<file path="config.mk">
export PLATFORM = sky130hd
export DESIGN_NAME = tae_front
export DESIGN_NICKNAME = d
export VERILOG_FILES = /design/src/rtl/core/tae_pkg.sv /design/src/rtl/core/tae_front.sv
export SDC_FILE = /design/constraint.sdc
export NUM_CORES = 1
export LEC_CHECK = 0
export ABC_AREA = 1
export BUFFER_PORTS_ARGS = -buffer_cell sky130_fd_sc_hd__buf_2
export CORE_MARGIN = 2
export CORE_UTILIZATION = 55
export CTS_CLUSTER_DIAMETER = 50
export DETAILED_ROUTE_END_ITERATION = 16
export PLACE_DENSITY = 0.77
export SYNTH_ARGS = -nofsm -noshare
export SYNTH_HDL_FRONTEND = slang
export SYNTH_SLANG_ARGS = --single-unit
</file>
<file path="constraint.sdc">
create_clock -name clk -period 4.45 [get_ports clk]
set_input_delay 0.6675 -clock clk [delete_from_list [all_inputs] [get_ports clk]]
set_output_delay 0.6675 -clock clk [all_outputs]
set_load 0.01 [all_outputs]
</file>
<file path="src/rtl/core/tae_pkg.sv">
// Shared types, field widths and operation codes of the temporal action ensembler.
`default_nettype none

package tae_pkg;

  // Parameter defaults.
  localparam int CHUNK_LEN_DEF = 64;
  localparam int NUM_DIMS_DEF  = 8;

  // Fixed field widths.
  localparam int KIND_W = 2;
  localparam int SLOT_W = 6;
  localparam int DIM_W  = 3;
  localparam int VAL_W  = 16;
  localparam int WGT_W  = 16;
  localparam int CUM_W  = 22;

  // Blend arithmetic widths: numerator magnitude plus rounding and quotient.
  localparam int NUM_W = 40;
  localparam int QUO_W = 17;

  // Depth of the queue between the front and the back.
  localparam int Q_DEPTH = 4;

  localparam logic [CUM_W-1:0] CUM_MAX = {CUM_W{1'b1}};

  // Item kinds.
  localparam logic [KIND_W-1:0] KIND_LOAD   = 2'd0;
  localparam logic [KIND_W-1:0] KIND_ELEM   = 2'd1;
  localparam logic [KIND_W-1:0] KIND_CLEAR  = 2'd2;
  localparam logic [KIND_W-1:0] KIND_UNUSED = 2'd3;

  // One queued operation.
  typedef struct packed {
    logic [KIND_W-1:0]       kind;
    logic [SLOT_W-1:0]       slot;
    logic [DIM_W-1:0]        dim;
    logic signed [VAL_W-1:0] act;
    logic [WGT_W-1:0]        wgt;
  } tae_op_t;

  // Request to the divider.
  typedef struct packed {
    logic              start;
    logic [NUM_W-1:0]  dividend;
    logic [CUM_W-1:0]  divisor;
  } tae_div_req_t;

  // Answer from the divider.
  typedef struct packed {
    logic              done;
    logic              ovf;
    logic [QUO_W-1:0]  quot;
  } tae_div_res_t;

endpackage

`default_nettype wire

</file>
<file path="src/rtl/core/tae_front.sv">
// Front end: accepts input transfers, drops meaningless ones and queues the rest.
`default_nettype none

module tae_front #(
  parameter int CHUNK_LEN = tae_pkg::CHUNK_LEN_DEF,
  parameter int NUM_DIMS  = tae_pkg::NUM_DIMS_DEF
) (
  input  wire                          clk,
  input  wire                          rst_n,
  input  wire                          in_valid,
  output logic                         in_stall,
  input  wire [tae_pkg::KIND_W-1:0]    in_kind,
  input  wire [tae_pkg::SLOT_W-1:0]    in_slot,
  input  wire [tae_pkg::DIM_W-1:0]     in_dim_index,
  input  wire signed [tae_pkg::VAL_W-1:0] in_action_value,
  input  wire [tae_pkg::WGT_W-1:0]     in_weight_value,
  output logic                         q_valid,
  output tae_pkg::tae_op_t             q_op,
  input  wire                          q_pop
);
  import tae_pkg::*;

  localparam int QPW = $clog2(Q_DEPTH);
  localparam int QCW = $clog2(Q_DEPTH + 1);

  tae_op_t          mem_r [Q_DEPTH];
  logic [QPW-1:0]   wr_ptr_r, wr_ptr_nxt;
  logic [QPW-1:0]   rd_ptr_r, rd_ptr_nxt;
  logic [QCW-1:0]   cnt_r, cnt_nxt;
  logic             keep;
  logic             push;
  tae_op_t          op_in;

  // Classify: only in-range loads and elements and clears do any work.
  always_comb begin
    keep = 1'b0;
    case (in_kind)
      KIND_LOAD:  keep = (32'(in_slot) < CHUNK_LEN);
      KIND_ELEM:  keep = (32'(in_slot) < CHUNK_LEN) && (32'(in_dim_index) < NUM_DIMS);
      KIND_CLEAR: keep = 1'b1;
      default:    keep = 1'b0;
    endcase
  end

  assign op_in    = '{kind: in_kind, slot: in_slot, dim: in_dim_index,
                      act: in_action_value, wgt: in_weight_value};
  assign in_stall = (cnt_r == QCW'(Q_DEPTH));
  assign push     = in_valid && !in_stall && keep;
  assign q_valid  = (cnt_r != '0);
  assign q_op     = mem_r[rd_ptr_r];

  // Pointer and fill count updates.
  always_comb begin
    wr_ptr_nxt = push ? wr_ptr_r + 1'b1 : wr_ptr_r;
    rd_ptr_nxt = q_pop ? rd_ptr_r + 1'b1 : rd_ptr_r;
    cnt_nxt    = cnt_r;
    if (push && !q_pop) begin
      cnt_nxt = cnt_r + 1'b1;
    end else if (!push && q_pop) begin
      cnt_nxt = cnt_r - 1'b1;
    end
  end

  always_ff @(posedge clk) begin
    if (!rst_n) begin
      wr_ptr_r <= '0;
      rd_ptr_r <= '0;
      cnt_r    <= '0;
    end else begin
      wr_ptr_r <= wr_ptr_nxt;
      rd_ptr_r <= rd_ptr_nxt;
      cnt_r    <= cnt_nxt;
    end
  end

  // Queue storage.
  always_ff @(posedge clk) begin
    if (push) begin
      mem_r[wr_ptr_r] <= op_in;
    end
  end

endmodule

`default_nettype wire

</file>
==> impl_metrics.yaml <==
worst_setup_path:
  critPathMaxStageDelay_ns: 0.85
  path_max_fanout: 44
  required_ns: 3.78
  critPathLaunchType: "flop"
  crit_type: "reg2out"
  crit_slowest_cell: "dfxtp_2"
  rrSetupSlack_ns: 2.01
  crit_path_end_kind: "primary output"
  critical_path_arrival_ns: 2.41
  cp_cell_sequence: "inv_2 > o21ai_0 > o22ai_1 > buf_2"
  worst_r2r_path_depth: 5
  path_buf_inv: 2
  timing.rr.end: "mem_r[2][14]$_DFFE_PP_"
  crit_family: "flip-flops"
  r2r_start: "cnt_r[0]$_SDFFE_PN0P_"
synth:
  synth_fp_nets: 535
  ys_ff_latch: 181
  synth-seq-area-share_pct: 78.21
  synth-adder-area-share_pct: 1.208
  yosys.area_share.simple_pct: 6.115
  synth.area.mux_share_pct: 0
  synth_compound_area_share_pct: 10.97
  synth_top_family_by_area: "compound AO/OA/AOI/OAI gates"
  synth.distinct_cells: 18
  syn_area_per_cell_um2: 14.18
  ys_warn_count: 0
  synth_xor_area_share_pct: 0
  syn_area_um2: 6834
  postSynthCellCount: 482
clock_network:
  insertion_delay_ns: 0.43
  cts_sinks: 181
  cts_buffers: 17
  postCtsSetupRepairBufs: 0
  cts_resized: 0
  cts_tree: "done"
  clkTransAtPathRegs_ns: 0.06
  clockBufferDepth: 2
  cts-htree-levels: 4
  ctsHoldBuffers: 0
  cts-root-buf: "clkbuf_16"
power:
  power.leakage_nw: 2.890
  p_sw_uw: 891.3
  p_per_area_nw_per_um2: 505.3
  swShare_pct: 21.75
  power.internal_mw: 3.207
  vdd_ir_drop_max_mv: 0.4129
  comb_power_share_pct: 9.3
  pwr-share-clk_pct: 42.1
  power_frac_seq_pct: 48.7
place:
  pre_cts_slack_ns: 1.515
  routabilityCongestion: 0.7969
  place.detailed.hpwl_um: 7441
  placed_area_um2: 7417
  portBuffers: 91
hold_path:
  whs_path_depth: 1
  min_from: "rd_ptr_r[1]$_SDFFE_PN0P_"
  hp-class: "reg2reg"
finish:
  layout-drive-gt1-share_pct: 23.42
  fillers: 822
  post-route-cell-area_um2: 8112
  antennaDiodeCount: 0
  final_common_cell: "edfxtp_1"
  final_nets: 625
  area_growth_pct: 18.69
  mostFrequentLayoutCells: "edfxtp_1 (172), nor2_1 (91), buf_2 (91)"
grt:
  grt_pass1_wl_um: 20960
  grt_overflow_total: 0
  antenna_found_initial: 1
  grt_start_max_net_pins: 87
  grt_pass1_vias: 4192
  grt.total_usage_pct: 21.41
floorplan:
  die_area_um2: 13330
  fp.dieW_um: 115.5
  io_pins: 92
  fp.dieH_um: 115.5
  coreArea_um2: 12060
  initial_core_util_pct: 56.66
  num_rows: 40
timing:
  slew_violations: 0
  fin_setup_tns_ns: 0
  tightest_slew_ns: 0.9275
  worst_slack_ns: 1.377
  fmax_mhz: 325.4
  timing.final.crit_share_pct: 69.05
  slew_headroom_pct: 38.02
  final-setup-viol-count: 0
  fin_crit_ns: 3.073
  rsz0062_at_grt: "false"
  hold_violations: 0
  timing.clock.skew_ns: 0.005908
detailed_routing:
  drtIter0Drc: 379
  routed_via_density: 5.627
  firstDrtPassIters: 5
  vias: 4237
  wire_per_inst_um: 17.92
  ant_nets: 0
  finalWirelength_um: 13500
  drc: 0
flow_run:
  max_cap_violations: 0
status:
  outcome: "finished, final reports clean"
==> cells in the mapped netlist <==
cell,number,area (um2)
edfxtp_1,172,5165
nor2_1,95,356.6
o21ai_0,83,415.4
o22ai_1,43,269.0
inv_1,19,71.32
clkbuf_1,11,41.29
dfxtp_1,9,180.2
nand2_1,8,30.03
o21ai_1,7,35.03
a21oi_1,6,30.03
buf_2,5,25.02
buf_4,5,37.54
buf_6,5,56.30
ha_1,5,62.56
nand3_1,5,25.02
inv_2,2,7.510
fa_1,1,20.02
nand4_1,1,6.260
==> through the flow <==
step | hold slack (ns) | std cells | power (mW) | utilization (%)
3_5_place_dp | 0.4316 | 721 | 2.406 | 61.49
4_1_cts | 0.4387 | 753 | 4.115 | 67.25
3_3_place_gp | 0.4206 | 721 | 2.393 | 61.49
5_1_grt | 0.4422 | 753 | 4.232 | 67.25
6_report | 0.4451 | 753 | 4.099 | 67.25
2_1_floorplan | 0.4115 | 482 | 2.249 | -
==> power groups by stage <==
stage / Sequential (mW) / Combinational, mW / Clock, mW
finish: 1.99 / 0.380 / 1.72
global route: 2.00 / 0.421 / 1.81
CTS: 2.00 / 0.382 / 1.74
detailed placement: 2.03 / 0.377 / 0
global placement: 2.03 / 0.367 / 0
floorplan: 2.02 / 0.227 / 0
==> sequential cells by signal, summed over array words and instances, names as in the netlist, named ones only <==
register  cells
wr_ptr_r      2
cnt_r         3
rd_ptr_r      2
mem_r       172
==> final cells by class <==
class                      instances  area (um2)  share of cell area (%)
timing repair buffer              97       500.5                   6.170
sequential                       181        5348                   65.93
tap                              168       210.2                   2.591
multi-input combinational        254        1280                   15.78
clock inverter                    14       255.2                   3.147
clock buffer                      18       439.2                   5.414
inverter                          21       78.83                  0.9718
==> how the worst max path moves through the flow <==
stage	start	to	depth (start not counted)
2_1_floorplan	in_valid	mem_r[0][0]$_DFFE_PP_	4
3_3_place_gp	in_kind[0]	mem_r[2][9]$_DFFE_PP_	5
3_5_place_dp	in_kind[0]	mem_r[2][13]$_DFFE_PP_	5
4_1_cts	flop	q_op[4]	4
5_1_grt	flop	q_op[0]	4
6_report	flop	q_op[4]	4
==> logic make-up after synthesis <==
group,after synthesis
AO/OA/AOI/OAI,139
adder cells (fa/ha/maj),6
buffers and inverters,47
flip-flops,181
AND/OR/NAND/NOR,109
==> layer usage <==
layer  GRT usage [%]  wire, um  vias to the layer above
li1                -         -                     1970
met5               0        17                        -
met1           27.20      5446                     2073
met2           33.84      6841                      170
met4           10.12       208                        2
met3           6.904       981                       22
Note: power is estimated with default switching activity, not from simulation.
