===== src/rtl/core/tae_pkg.sv =====
// Shared types, field widths and operation codes of the temporal action ensembler.
`default_nettype none

package tae_pkg;

  // Parameter defaults.
  localparam int CHUNK_LEN_DEF = 64;
  localparam int NUM_DIMS_DEF  = 8;

  // Fixed field widths.
  localparam int KIND_W = 2;
  localparam int SLOT_W = 6;
  localparam int DIM_W  = 3;
  localparam int VAL_W  = 16;
  localparam int WGT_W  = 16;
  localparam int CUM_W  = 22;

  // Blend arithmetic widths: numerator magnitude plus rounding and quotient.
  localparam int NUM_W = 40;
  localparam int QUO_W = 17;

  // Depth of the queue between the front and the back.
  localparam int Q_DEPTH = 4;

  localparam logic [CUM_W-1:0] CUM_MAX = {CUM_W{1'b1}};

  // Item kinds.
  localparam logic [KIND_W-1:0] KIND_LOAD   = 2'd0;
  localparam logic [KIND_W-1:0] KIND_ELEM   = 2'd1;
  localparam logic [KIND_W-1:0] KIND_CLEAR  = 2'd2;
  localparam logic [KIND_W-1:0] KIND_UNUSED = 2'd3;

  // One queued operation.
  typedef struct packed {
    logic [KIND_W-1:0]       kind;
    logic [SLOT_W-1:0]       slot;
    logic [DIM_W-1:0]        dim;
    logic signed [VAL_W-1:0] act;
    logic [WGT_W-1:0]        wgt;
  } tae_op_t;

  // Request to the divider.
  typedef struct packed {
    logic              start;
    logic [NUM_W-1:0]  dividend;
    logic [CUM_W-1:0]  divisor;
  } tae_div_req_t;

  // Answer from the divider.
  typedef struct packed {
    logic              done;
    logic              ovf;
    logic [QUO_W-1:0]  quot;
  } tae_div_res_t;

endpackage

`default_nettype wire


===== src/rtl/core/tae_div.sv =====
// Restoring divider that produces one quotient bit per cycle for the blend.
`default_nettype none

module tae_div (
  input  wire                    clk,
  input  wire                    rst_n,
  input  tae_pkg::tae_div_req_t  req,
  output tae_pkg::tae_div_res_t  res
);
  import tae_pkg::*;

  localparam int STW = $clog2(QUO_W + 1);

  logic             busy_r, busy_nxt;
  logic [STW-1:0]   step_r, step_nxt;
  logic             done_r, done_nxt;
  logic             ovf_r, ovf_nxt;
  logic [CUM_W-1:0] rem_r, rem_nxt;
  logic [QUO_W-1:0] low_r, low_nxt;
  logic [CUM_W-1:0] dvs_r, dvs_nxt;
  logic [CUM_W:0]   trial;
  logic             ge;
  logic             too_big;

  // A quotient that does not fit in QUO_W bits is flagged as overflow without dividing.
  assign too_big = (req.dividend >= {req.divisor, {QUO_W{1'b0}}});
  assign trial   = {rem_r, low_r[QUO_W-1]};
  assign ge      = (trial >= {1'b0, dvs_r});

  always_comb begin
    busy_nxt = busy_r;
    step_nxt = step_r;
    done_nxt = 1'b0;
    ovf_nxt  = ovf_r;
    rem_nxt  = rem_r;
    low_nxt  = low_r;
    dvs_nxt  = dvs_r;
    if (req.start) begin
      dvs_nxt = req.divisor;
      rem_nxt = req.dividend[NUM_W-2:QUO_W];
      low_nxt = req.dividend[QUO_W-1:0];
      ovf_nxt = too_big;
      if (too_big) begin
        done_nxt = 1'b1;
      end else begin
        busy_nxt = 1'b1;
        step_nxt = '0;
      end
    end else if (busy_r) begin
      // Shift in the next dividend bit and subtract where it fits.
      rem_nxt  = ge ? CUM_W'(trial - {1'b0, dvs_r}) : trial[CUM_W-1:0];
      low_nxt  = {low_r[QUO_W-2:0], ge};
      step_nxt = step_r + 1'b1;
      if (step_r == STW'(QUO_W - 1)) begin
        busy_nxt = 1'b0;
        done_nxt = 1'b1;
      end
    end
  end

  always_ff @(posedge clk) begin
    if (!rst_n) begin
      busy_r <= 1'b0;
      done_r <= 1'b0;
      step_r <= '0;
    end else begin
      busy_r <= busy_nxt;
      done_r <= done_nxt;
      step_r <= step_nxt;
    end
  end

  always_ff @(posedge clk) begin
    ovf_r <= ovf_nxt;
    rem_r <= rem_nxt;
    low_r <= low_nxt;
    dvs_r <= dvs_nxt;
  end

  assign res = '{done: done_r, ovf: ovf_r, quot: low_r};

endmodule

`default_nettype wire


===== config.mk =====
export PLATFORM = sky130hd
export DESIGN_NAME = tae_div
export DESIGN_NICKNAME = d
export VERILOG_FILES = /design/src/rtl/core/tae_pkg.sv /design/src/rtl/core/tae_div.sv
export SDC_FILE = /design/constraint.sdc
export NUM_CORES = 1
export LEC_CHECK = 0
export BUFFER_PORTS_ARGS = -buffer_cell sky130_fd_sc_hd__buf_4
export CAP_MARGIN = 20
export CORE_MARGIN = 8
export CORE_UTILIZATION = 55
export CTS_CLUSTER_DIAMETER = 200
export DETAILED_ROUTE_END_ITERATION = 7
export GPL_TIMING_DRIVEN = 0
export PLACE_DENSITY = 0.78
export REMOVE_ABC_BUFFERS = 1
export SLEW_MARGIN = 0
export SYNTH_ARGS = -nofsm -noshare
export SYNTH_HDL_FRONTEND = slang
export SYNTH_SLANG_ARGS = --single-unit

===== constraint.sdc =====
create_clock -name clk -period 4.35 [get_ports clk]
set_input_delay 0.87 -clock clk [delete_from_list [all_inputs] [get_ports clk]]
set_output_delay 0.87 -clock clk [all_outputs]
set_load 0.02 [all_outputs]

==> flow_summary.yaml, run 1 <==
critical_path:
  cp-start-kind: "flip-flop"
  crit_start: "rem_r[13]"
  reg2reg_from: "rem_r[13]"
  path_max_fanout: 26
  arrival_ps: 3290
  critical_path_class: "reg2reg"
  r2r_slack_ps: 1160
  r2r_cells: 9
  cp.required_ps: 4450
  crit_path_end_kind: "flip-flop"
  timing.rr.end: "rem_r[19]"
logic_synthesis:
  synth-compound-area-share_pct: 17.32
  synth_top_family_by_area: "compound AO/OA/AOI/OAI gates"
  yosys-top-cells-count: "62 x edfxtp_1, 52 x inv_1, 46 x ha_1, 31 x nor2_1, 30 x a21oi_1"
  syn_area_um2: 4711
  synth_area_per_cell_um2: 10.17
  netlist.top_cell.by_area: "edfxtp_1"
  synth_top_area_share_pct: 39.52
  synth_mux_area_share_pct: 5.232
  syn_inst: 463
  yosysWarnings: 0
  async_flop_share_pct: 0
  synthSimpleGateAreaFrac_pct: 13.09
  ys_seq_area_share_pct: 42.50
  synth_top_flop_cell: "edfxtp_1"
  synth_area_leaders: "edfxtp_1 40%, ha_1 12%, mux2_2 5.0%"
  synth_edf_count: 62
  synthXorXnorAreaFrac_pct: 3.533
  synth-adder-area-share_pct: 12.64
  yosysUniqueCellTypes: 58
  ys_ff_latch: 69
  synth_most_common_cell: "edfxtp_1"
clock_network:
  cts_buffers: 9
  clkLatencyLatePin_ps: 350
  cts_sinks: 69
  clk_pin_slew_ps: 90
  clk_path_buf_depth: 2
  root_buffer: "clkbuf_8"
  cts_hold_buffers: 0
  post_cts_buffers: 0
  htree_num_levels: 3
  postCtsResizedCells: 0
  cts_tree: "yes"
sta:
  fin_skew_ps: 14.10
  tightest_slew_ps: 1066
  final_hold_viol_count: 0
  fmax_mhz: 313.3
  fin_crit_sh_pct: 73.37
  period_minus_slack_ps: 3191
  rsz0062_at_grt: "no"
  finalSetupViolations: 0
  whs_ps: 521.7
  worst_slack_ps: 1159
  slew_headroom_pct: 28.92
  tns_ps: 0
  slew_viol_final: 0
placement:
  placed_cell_area_um2: 5393
  place.gp.congestion: 0.9091
  place_ws_ps: 900.7
  dp_cells: 636
  place_hpwl_um: 8100
  port_buffers: 83
min_path:
  hp-start: "step_r[0]"
  min_to: "step_r[0]"
  min_path_type: "reg2reg"
  holdPathStages: 1
detailed_routing:
  first_pass_iters: 5
  wl_um: 11070
  final_antenna_net_count: 0
  route.vias.total: 3723
  wl_per_cell_um: 16.95
  drt_iter0_markers: 262
  via_per_inst: 5.701
  drc: 0
grt:
  grt_pass1_wl_um: 17990
  overflow: 0
  grt_usage_pct: 19.03
  grt_pass1_vias: 3856
  antenna_found_initial: 0
  grt_max_degree: 71
power:
  power_density_nw_per_um2: 423.4
  power_frac_seq_pct: 37.3
  peakVddDrop_v: 0.0002099
  clockPowerShare_pct: 22.8
  sw_frac_of_total_pct: 35.52
  power_frac_comb_pct: 39.8
  p_leak_nw: 2.452
  power.switching_mw: 0.8450
  internal_power_mw: 1.534
  power_mw: 2.379
layout:
  multi_input_area_um2: 2441
  diodes: 0
  final_nets: 655
  final-seq-area_um2: 2002
  fin_area_um2: 5619
  final_layout_size_suffix_gt1_share_pct: 24.45
  final_util_pct: 68.05
  instances_no_fill: 653
  fillCellCount: 642
  synthToLayoutAreaGrowth_pct: 19.28
job:
  cap_violations: 0
die:
  rows: 33
  initial_core_util_pct: 57.05
  core_um2: 8258
  dieArea_um2: 11780
  die_h_um: 108.5
  die_w_um: 108.5
  io_pins: 84
run_status:
  outcome: "completed"
## critical path, cell delays in order (launching register included)
cell and delay, ps:
edfxtp_1 390, ha_1 390, a21oi_1 220, o21ai_0 230, a221oi_1 320, o21ai_1 130, a31oi_4 520, buf_16 240
nor2_1 110, a221o_1 370
## layout make-up
type                            instances  share of cell area, %
Clock buffer                           10                  2.271
Clock inverter                          6                  1.269
Inverter                               52                  3.474
Multi-Input combinational cell        327                  43.44
Sequential cell                        69                  35.63
Tap cell                              105                  2.338
Timing Repair Buffer                   84                  11.58
## state kept, by name, indices dropped and copies added (netlist names)
name	cells
busy_r	1
dvs_r	22
low_r	17
ovf_r	1
rem_r	22
step_r	5
done_r	1
## placed cells by master (no fill, tap or decap), drive strengths merged, types with 2 or more instances in the layout
cell type  count
edfxtp        62
inv           54
and3           5
dfxtp          7
nor3b          4
o41ai          3
a21oi         30
nand2b         4
a221o          3
clkinvlp       2
nor3          10
a2111oi        2
mux2          21
clkbuf        10
nand2         28
o21a          10
xnor2          8
nand3b         2
a21o          13
or2            3
o211ai         4
a211oi        10
o21ai         30
ha            46
buf           84
nor2          32
nor4           6
and2           2
nand3          2
xor2          11
nor2b          9
a31oi          3
nand4          9
## routing by layer
layer	GRT usage [%]	vias to the layer above	routed length, µm
li1	-	1857	-
met1	24.24	1737	4879
met2	30.25	119	5163
met3	6.425	10	915
met4	4.985	0	109
met5	0	-	0
## power by group through the flow
stage	clock network, mW	logic, mW	registers, mW
6_report	0.543	0.948	0.888
5_1_grt	0.569	1.05	0.898
4_1_cts	0.552	0.917	0.888
3_5_place_dp	0	0.913	0.899
3_3_place_gp	0	0.888	0.897
2_1_floorplan	0	0.650	0.911
## cells by family (layout without fill, tap and decap cells)
family                     after synthesis  count (layout)
DFF                                     69              69
adders and majority gates               47              47
and+or+nand+nor                        120             120
xor gates and xnor gates                19              19
muxes                                   22              22
AOI/OAI and AO/OA                      119             119
buffers and inverters                   67             152
## how the worst max path moves through the flow
stage               slack, ps        end  depth (start not counted)
floorplan                1470  step_r[1]                         10
global route              980   rem_r[4]                         10
detailed placement        900  rem_r[19]                          8
CTS                       890  rem_r[19]                          8
finish                   1160  rem_r[19]                          9
global placement          940  rem_r[19]                          8
Note: power is estimated with default switching activity, not from simulation.
==> run 2, diff against run 1 <==
Settings changed: CORE_UTILIZATION 55 to 51, PLACE_DENSITY 0.78 to 0.76.
Clock period 4.35 ns to 2.7 ns, I/O delays scaled along.
==> run 2 against run 1 <==
Net effect:
- the flow now finishes with violations (negative setup slack)
- via count is 15% higher
- sequential power up 66%
- design area is 16% higher
==> flow_summary.yaml, run 2 (same netlist as run 1, synthesis figures left out) <==
run_status:
  outcome: "complete, but fails checks"
  violations: "negative setup slack"
power:
  power_mw: 4.643
  power_density_nw_per_um2: 713.9
  peakVddDrop_v: 0.0003623
  p_leak_nw: 2.705
clock_network:
  cts_tree: "yes"
  clk_pin_slew_ps: 80
  root_buffer: "clkbuf_8"
  clkLatencyLatePin_ps: 360
  cts_hold_buffers: 0
  cts_sinks: 69
  htree_num_levels: 3
  clk_path_buf_depth: 2
  cts_buffers: 9
placement:
  place_hpwl_um: 8202
  place_ws_ps: -767.7
  port_buffers: 83
  place.gp.congestion: 0.8956
  dp_cells: 642
grt:
  grt_pass1_vias: 4280
  grt_max_degree: 71
  grt_pass1_wl_um: 20890
  overflow: 0
  antenna_found_initial: 0
  grt_usage_pct: 20.49
sta:
  tightest_slew_ps: 1046
  fin_skew_ps: 9.123
  final_hold_viol_count: 0
  finalSetupViolations: 15
  slew_headroom_pct: 30.25
  rsz0062_at_grt: "yes"
  slew_viol_final: 0
  worst_slack_ps: -122.3
  period_minus_slack_ps: 2822
  fin_crit_sh_pct: 104.5
  fmax_mhz: 354.3
layout:
  final_nets: 692
  final_cell_mix: "109 x buf_4, 62 x edfxtp_1, 42 x inv_1"
  final_layout_size_suffix_gt1_share_pct: 40.00
  layout_commonest_cell: "buf_4"
  diodes: 0
  reg_top3: "dvs_r x22, rem_r x22, low_r x17"
  final_util_pct: 71.40
  instances_no_fill: 696
  synthToLayoutAreaGrowth_pct: 38.06
detailed_routing:
  route.vias.total: 4282
  wl_um: 14170
  drc: 0
  wl_per_cell_um: 20.36
  via_per_inst: 6.152
  drt_iter0_markers: 347
  first_pass_iters: 7
  final_antenna_net_count: 0
critical_path:
  reg2reg_from: "rem_r[18]"
  r2r_slack_ps: -120
  crit_chain: "ha_2 > nand3_2 > nor4_4 > a2111oi_4 > o21ai_4 > buf_6 > a31oi_4 > nand2_1 > o21ai_0 > nor2_4"
  slowest_stage: "a31oi_4"
  cp.required_ps: 2820
  critPathBufInv: 1
  cp-start-kind: "flip-flop"
  path_max_fanout: 11
  crit_path_end_kind: "flip-flop"
  critical_path_class: "reg2reg"
  timing.rr.end: "rem_r[20]"
  r2r_cells: 10
  arrival_ps: 2940
  crit_family: "compound AO/OA/AOI/OAI gates"
  cp_slowest_stage_delay_ps: 480
  path_depth: 10
min_path:
  min_to: "dvs_r[19]"
  min_path_type: "in2reg"
  holdPathStages: 1
  hp-start: "req[19]"
die:
  die_w_um: 112.1
  rows: 35
  dieArea_um2: 12570
  initial_core_util_pct: 51.72
  core_um2: 9109
  die_h_um: 112.1
  io_pins: 84
job:
  cap_violations: 0
run 2: cell count changes in the layout (fill, tap and decap cells not counted), moves of 4 or more:
| cell | before | now |
|---|---|---|
| buf_4 | 83 | 109 |
| ha_1 | 46 | 25 |
| ha_4 | 0 | 19 |
| inv_1 | 52 | 42 |
| inv_2 | 0 | 10 |
| o21ai_0 | 24 | 15 |
| a21oi_1 | 30 | 25 |
| a31oi_4 | 1 | 6 |
| o21ai_1 | 5 | 10 |
| buf_6 | 0 | 4 |
run 2: per-stage QoR:
stage | hold slack (ps) | TNS (ps) | area (µm²)
detailed placement | 510.1 | -15890 | 5400
CTS | 340.2 | 0 | 6063
finish | 359.3 | -734.4 | 6504
global placement | 489.4 | -14480 | 5400
global route | 332.7 | -1632 | 6504
floorplan | 464.8 | -1256 | 4638
run 2: report_power, final:
| part | switching, mW | internal (mW) | total, mW |
|---|---|---|---|
| Clock | 0.436 | 0.393 | 0.829 |
| Combinational | 1.24 | 1.11 | 2.34 |
| Sequential | 0.115 | 1.36 | 1.47 |
| Total | 1.79 | 2.86 | 4.64 |
run 2: worst max-delay path by stage:
| stage | from | endpoint |
|---|---|---|
| CTS | rem_r[5] | rem_r[20] |
| finish | rem_r[18] | rem_r[20] |
| global route | dvs_r[8] | rem_r[14] |
| global placement | rem_r[13] | rem_r[19] |
| detailed placement | rem_r[13] | rem_r[19] |
| floorplan | rem_r[5] | rem_r[19] |
run 2: timing repair:
action                     CTS  global route
pin swaps                   21            37
buffers inserted            13            21
resized for setup           45            61
cloned                       5             0
hold endpoints to repair     0             0
setup endpoints to repair   23            27
run 2: cell type report:
type,instances,area [µm²]
Clock inverter,6,42.54
Clock buffer,10,148.9
Timing Repair Buffer,116,923.4
Sequential cell,69,2002
Fill cell,608,2605
Multi-Input combinational cell,332,3053
Inverter,52,195.2
Tap cell,111,138.9
run 2: per-layer routing:
metal  global-route usage [%]  up-vias  wire length [µm]
li1                         -     1951                 -
met1                    23.62     2043              5573
met2                    34.97      232              6770
met3                    6.173       56              1320
met4                    7.914        0               505
met5                        0        -                 0
run 2: worst reg2reg max path: cells and delay by family (launching register included):
kind                       cells  cell delay [ps]
adders and majority gates      1              360
and+or+nand+nor                4              390
DFF                            1              430
buffers and inverters          1              170
AOI/OAI and AO/OA              4             1230
==> run 3, diff against run 2 <==
Settings changed: ABC_AREA set to 1, CORE_UTILIZATION 51 to 52.
==> run 3 against run 2 <==
Net effect:
- the flow now finishes without violations
- global-route usage rose by 0.68 points
- cell count rose by 26%
- design area fell by 7.0%
- hold slack got worse by 9.3 ps
- via count rose by 7.5%
- maximum frequency rose by 14%
- synthesized cell count rose by 42%
- area after synthesis rose by 7.2%
- routed wire length fell by 7.3%
- clock power rose by 3.7%
- power fell by 20%
- critical endpoint is now rem_r[19]
- largest power group unchanged
==> flow_summary.yaml, run 3 <==
run_status:
  outcome: "completed"
die:
  core_um2: 9594
  die_w_um: 114.5
  io_pins: 84
  initial_core_util_pct: 52.62
  dieArea_um2: 13120
  rows: 36
  die_h_um: 114.5
power:
  power_density_nw_per_um2: 613.1
  power_mw: 3.706
  p_leak_nw: 2.964
  peakVddDrop_v: 0.0004311
sta:
  fin_skew_ps: 14.48
  period_minus_slack_ps: 2480
  tightest_slew_ps: 715.0
  slew_viol_final: 0
  rsz0062_at_grt: "no"
  whs_ps: 349.9
  final_hold_viol_count: 0
  worst_slack_ps: 219.6
  tns_ps: 0
  finalSetupViolations: 0
  fmax_mhz: 403.2
  fin_crit_sh_pct: 91.87
  slew_headroom_pct: 52.33
layout:
  synthToLayoutAreaGrowth_pct: 19.75
  final_util_pct: 63.02
  fillCellCount: 886
  final_nets: 852
  layout_commonest_cell: "nand2_1"
  reg_top3: "dvs_r x22, rem_r x22, low_r x17"
  final_cell_mix: "219 x nand2_1, 89 x inv_1, 84 x buf_4"
  instances_no_fill: 878
  final_layout_size_suffix_gt1_share_pct: 16.51
  diodes: 0
  fin_area_um2: 6046
placement:
  dp_cells: 861
  place_ws_ps: -737.4
  port_buffers: 83
  place_hpwl_um: 10070
  place.gp.congestion: 0.9214
  placed_cell_area_um2: 5793
logic_synthesis:
  ys_seq_area_share_pct: 39.65
  syn_area_um2: 5049
  synth_top_area_share_pct: 36.88
  yosys-top-cells-count: "221 x nand2_1, 89 x inv_1, 62 x edfxtp_1, 47 x nor2_1, 46 x ha_1"
  synth_area_leaders: "edfxtp_1 37%, nand2_1 16%, ha_1 11%"
  synthXorXnorAreaFrac_pct: 1.908
  synthSimpleGateAreaFrac_pct: 30.68
  async_flop_share_pct: 0
  synth-compound-area-share_pct: 7.385
  synth_top_flop_cell: "edfxtp_1"
  synth_edf_count: 62
  yosysUniqueCellTypes: 38
  yosysWarnings: 0
  synth_area_per_cell_um2: 7.661
  netlist.top_cell.by_area: "edfxtp_1"
  synth_most_common_cell: "nand2_1"
  synth_mux_area_share_pct: 0
  ys_ff_latch: 69
  synth-adder-area-share_pct: 11.80
  syn_inst: 659
  synth_top_family_by_area: "simple AND/OR/NAND/NOR gates"
grt:
  grt_usage_pct: 21.17
  antenna_found_initial: 0
  overflow: 0
  grt_max_degree: 66
  grt_pass1_vias: 4763
  grt_pass1_wl_um: 21790
critical_path:
  crit_chain: "ha_1 > nand2_1 > nor2_1 > inv_1 > nor4_4 > nand2_8 > nand2_8 > nand3_1 > nand3_1 > nand2_1"
  slowest_stage: "edfxtp_1"
  cp-start-kind: "flip-flop"
  r2r_cells: 10
  cp_slowest_stage_delay_ps: 430
  crit_path_end_kind: "flip-flop"
  cp.required_ps: 2830
  critical_path_class: "reg2reg"
  arrival_ps: 2610
  path_max_fanout: 29
detailed_routing:
  first_pass_iters: 5
  via_per_inst: 5.241
  drc: 0
  wl_per_cell_um: 14.96
  final_antenna_net_count: 0
  route.vias.total: 4602
  drt_iter0_markers: 274
  wl_um: 13130
min_path:
  holdPathStages: 1
  min_path_type: "in2reg"
job:
  cap_violations: 0
clock_network:
  clk_path_buf_depth: 2
  cts_sinks: 69
  root_buffer: "clkbuf_8"
  clkLatencyLatePin_ps: 370
  htree_num_levels: 3
  cts_tree: "yes"
  cts_buffers: 9
  clk_pin_slew_ps: 80
-- run 3: changes by cell type after synthesis, sizes merged, moves of 12 or more --
cell,delta
nand2,+198
nor2,+19
mux2,-21
nand3b,+14
a21o,-12
inv,+38
nand3,+37
-- run 3: area by class of cell --
type                    count  area, µm²  area share [%]
flip-flops and latches     69       2002           33.11
clock inverters             6      62.56           1.035
repair buffers             86      678.2           11.22
multi-input cells         484       2671           44.18
inverters                  90      337.8           5.588
well taps                 133      166.4           2.752
clock buffers              10      127.6           2.111
-- run 3: timing repair --
item,4_1_cts,5_1_grt
setup endpoints to repair,23,13
resized for setup,4,7
pin swaps,1,0
buffers inserted,1,0
hold buffers,0,0
-- run 3: kinds of logic after synthesis --
family	after synthesis
compound gates	71
xor+xnor	11
fa+ha+maj	47
buf+inv	106
flops	69
simple gates	355
-- run 3: routing by layer --
layer	share of wire, %	track usage [%]
met5	0	0
met4	2.0	7.453
met3	8.4	7.489
met2	48	35.71
met1	41	24.19
-- run 3: worst paths after layout --
check	from	to	slack [ps]
worst max register to register	rem_r[17]	rem_r[19]	220
worst min register to register	step_r[3]	step_r[3]	500
worst max-delay path	rem_r[17]	rem_r[19]	220
worst min-delay path	req[21]	dvs_r[21]	350
-- run 3: worst max-delay path: cells and delay by family, from the launching register on --
kind / cells / cell delay, ps
simple gates: 8 / 1280
fa+ha+maj: 1 / 410
buf+inv: 1 / 100
flops: 1 / 430
-- run 3: report_power, final --
| group | switching [mW] | total (mW) | internal [mW] |
|---|---|---|---|
| sequential | 0.0665 | 1.39 | 1.32 |
| clock | 0.435 | 0.860 | 0.425 |
| combinational | 0.902 | 1.46 | 0.554 |
| total | 1.40 | 3.71 | 2.30 |
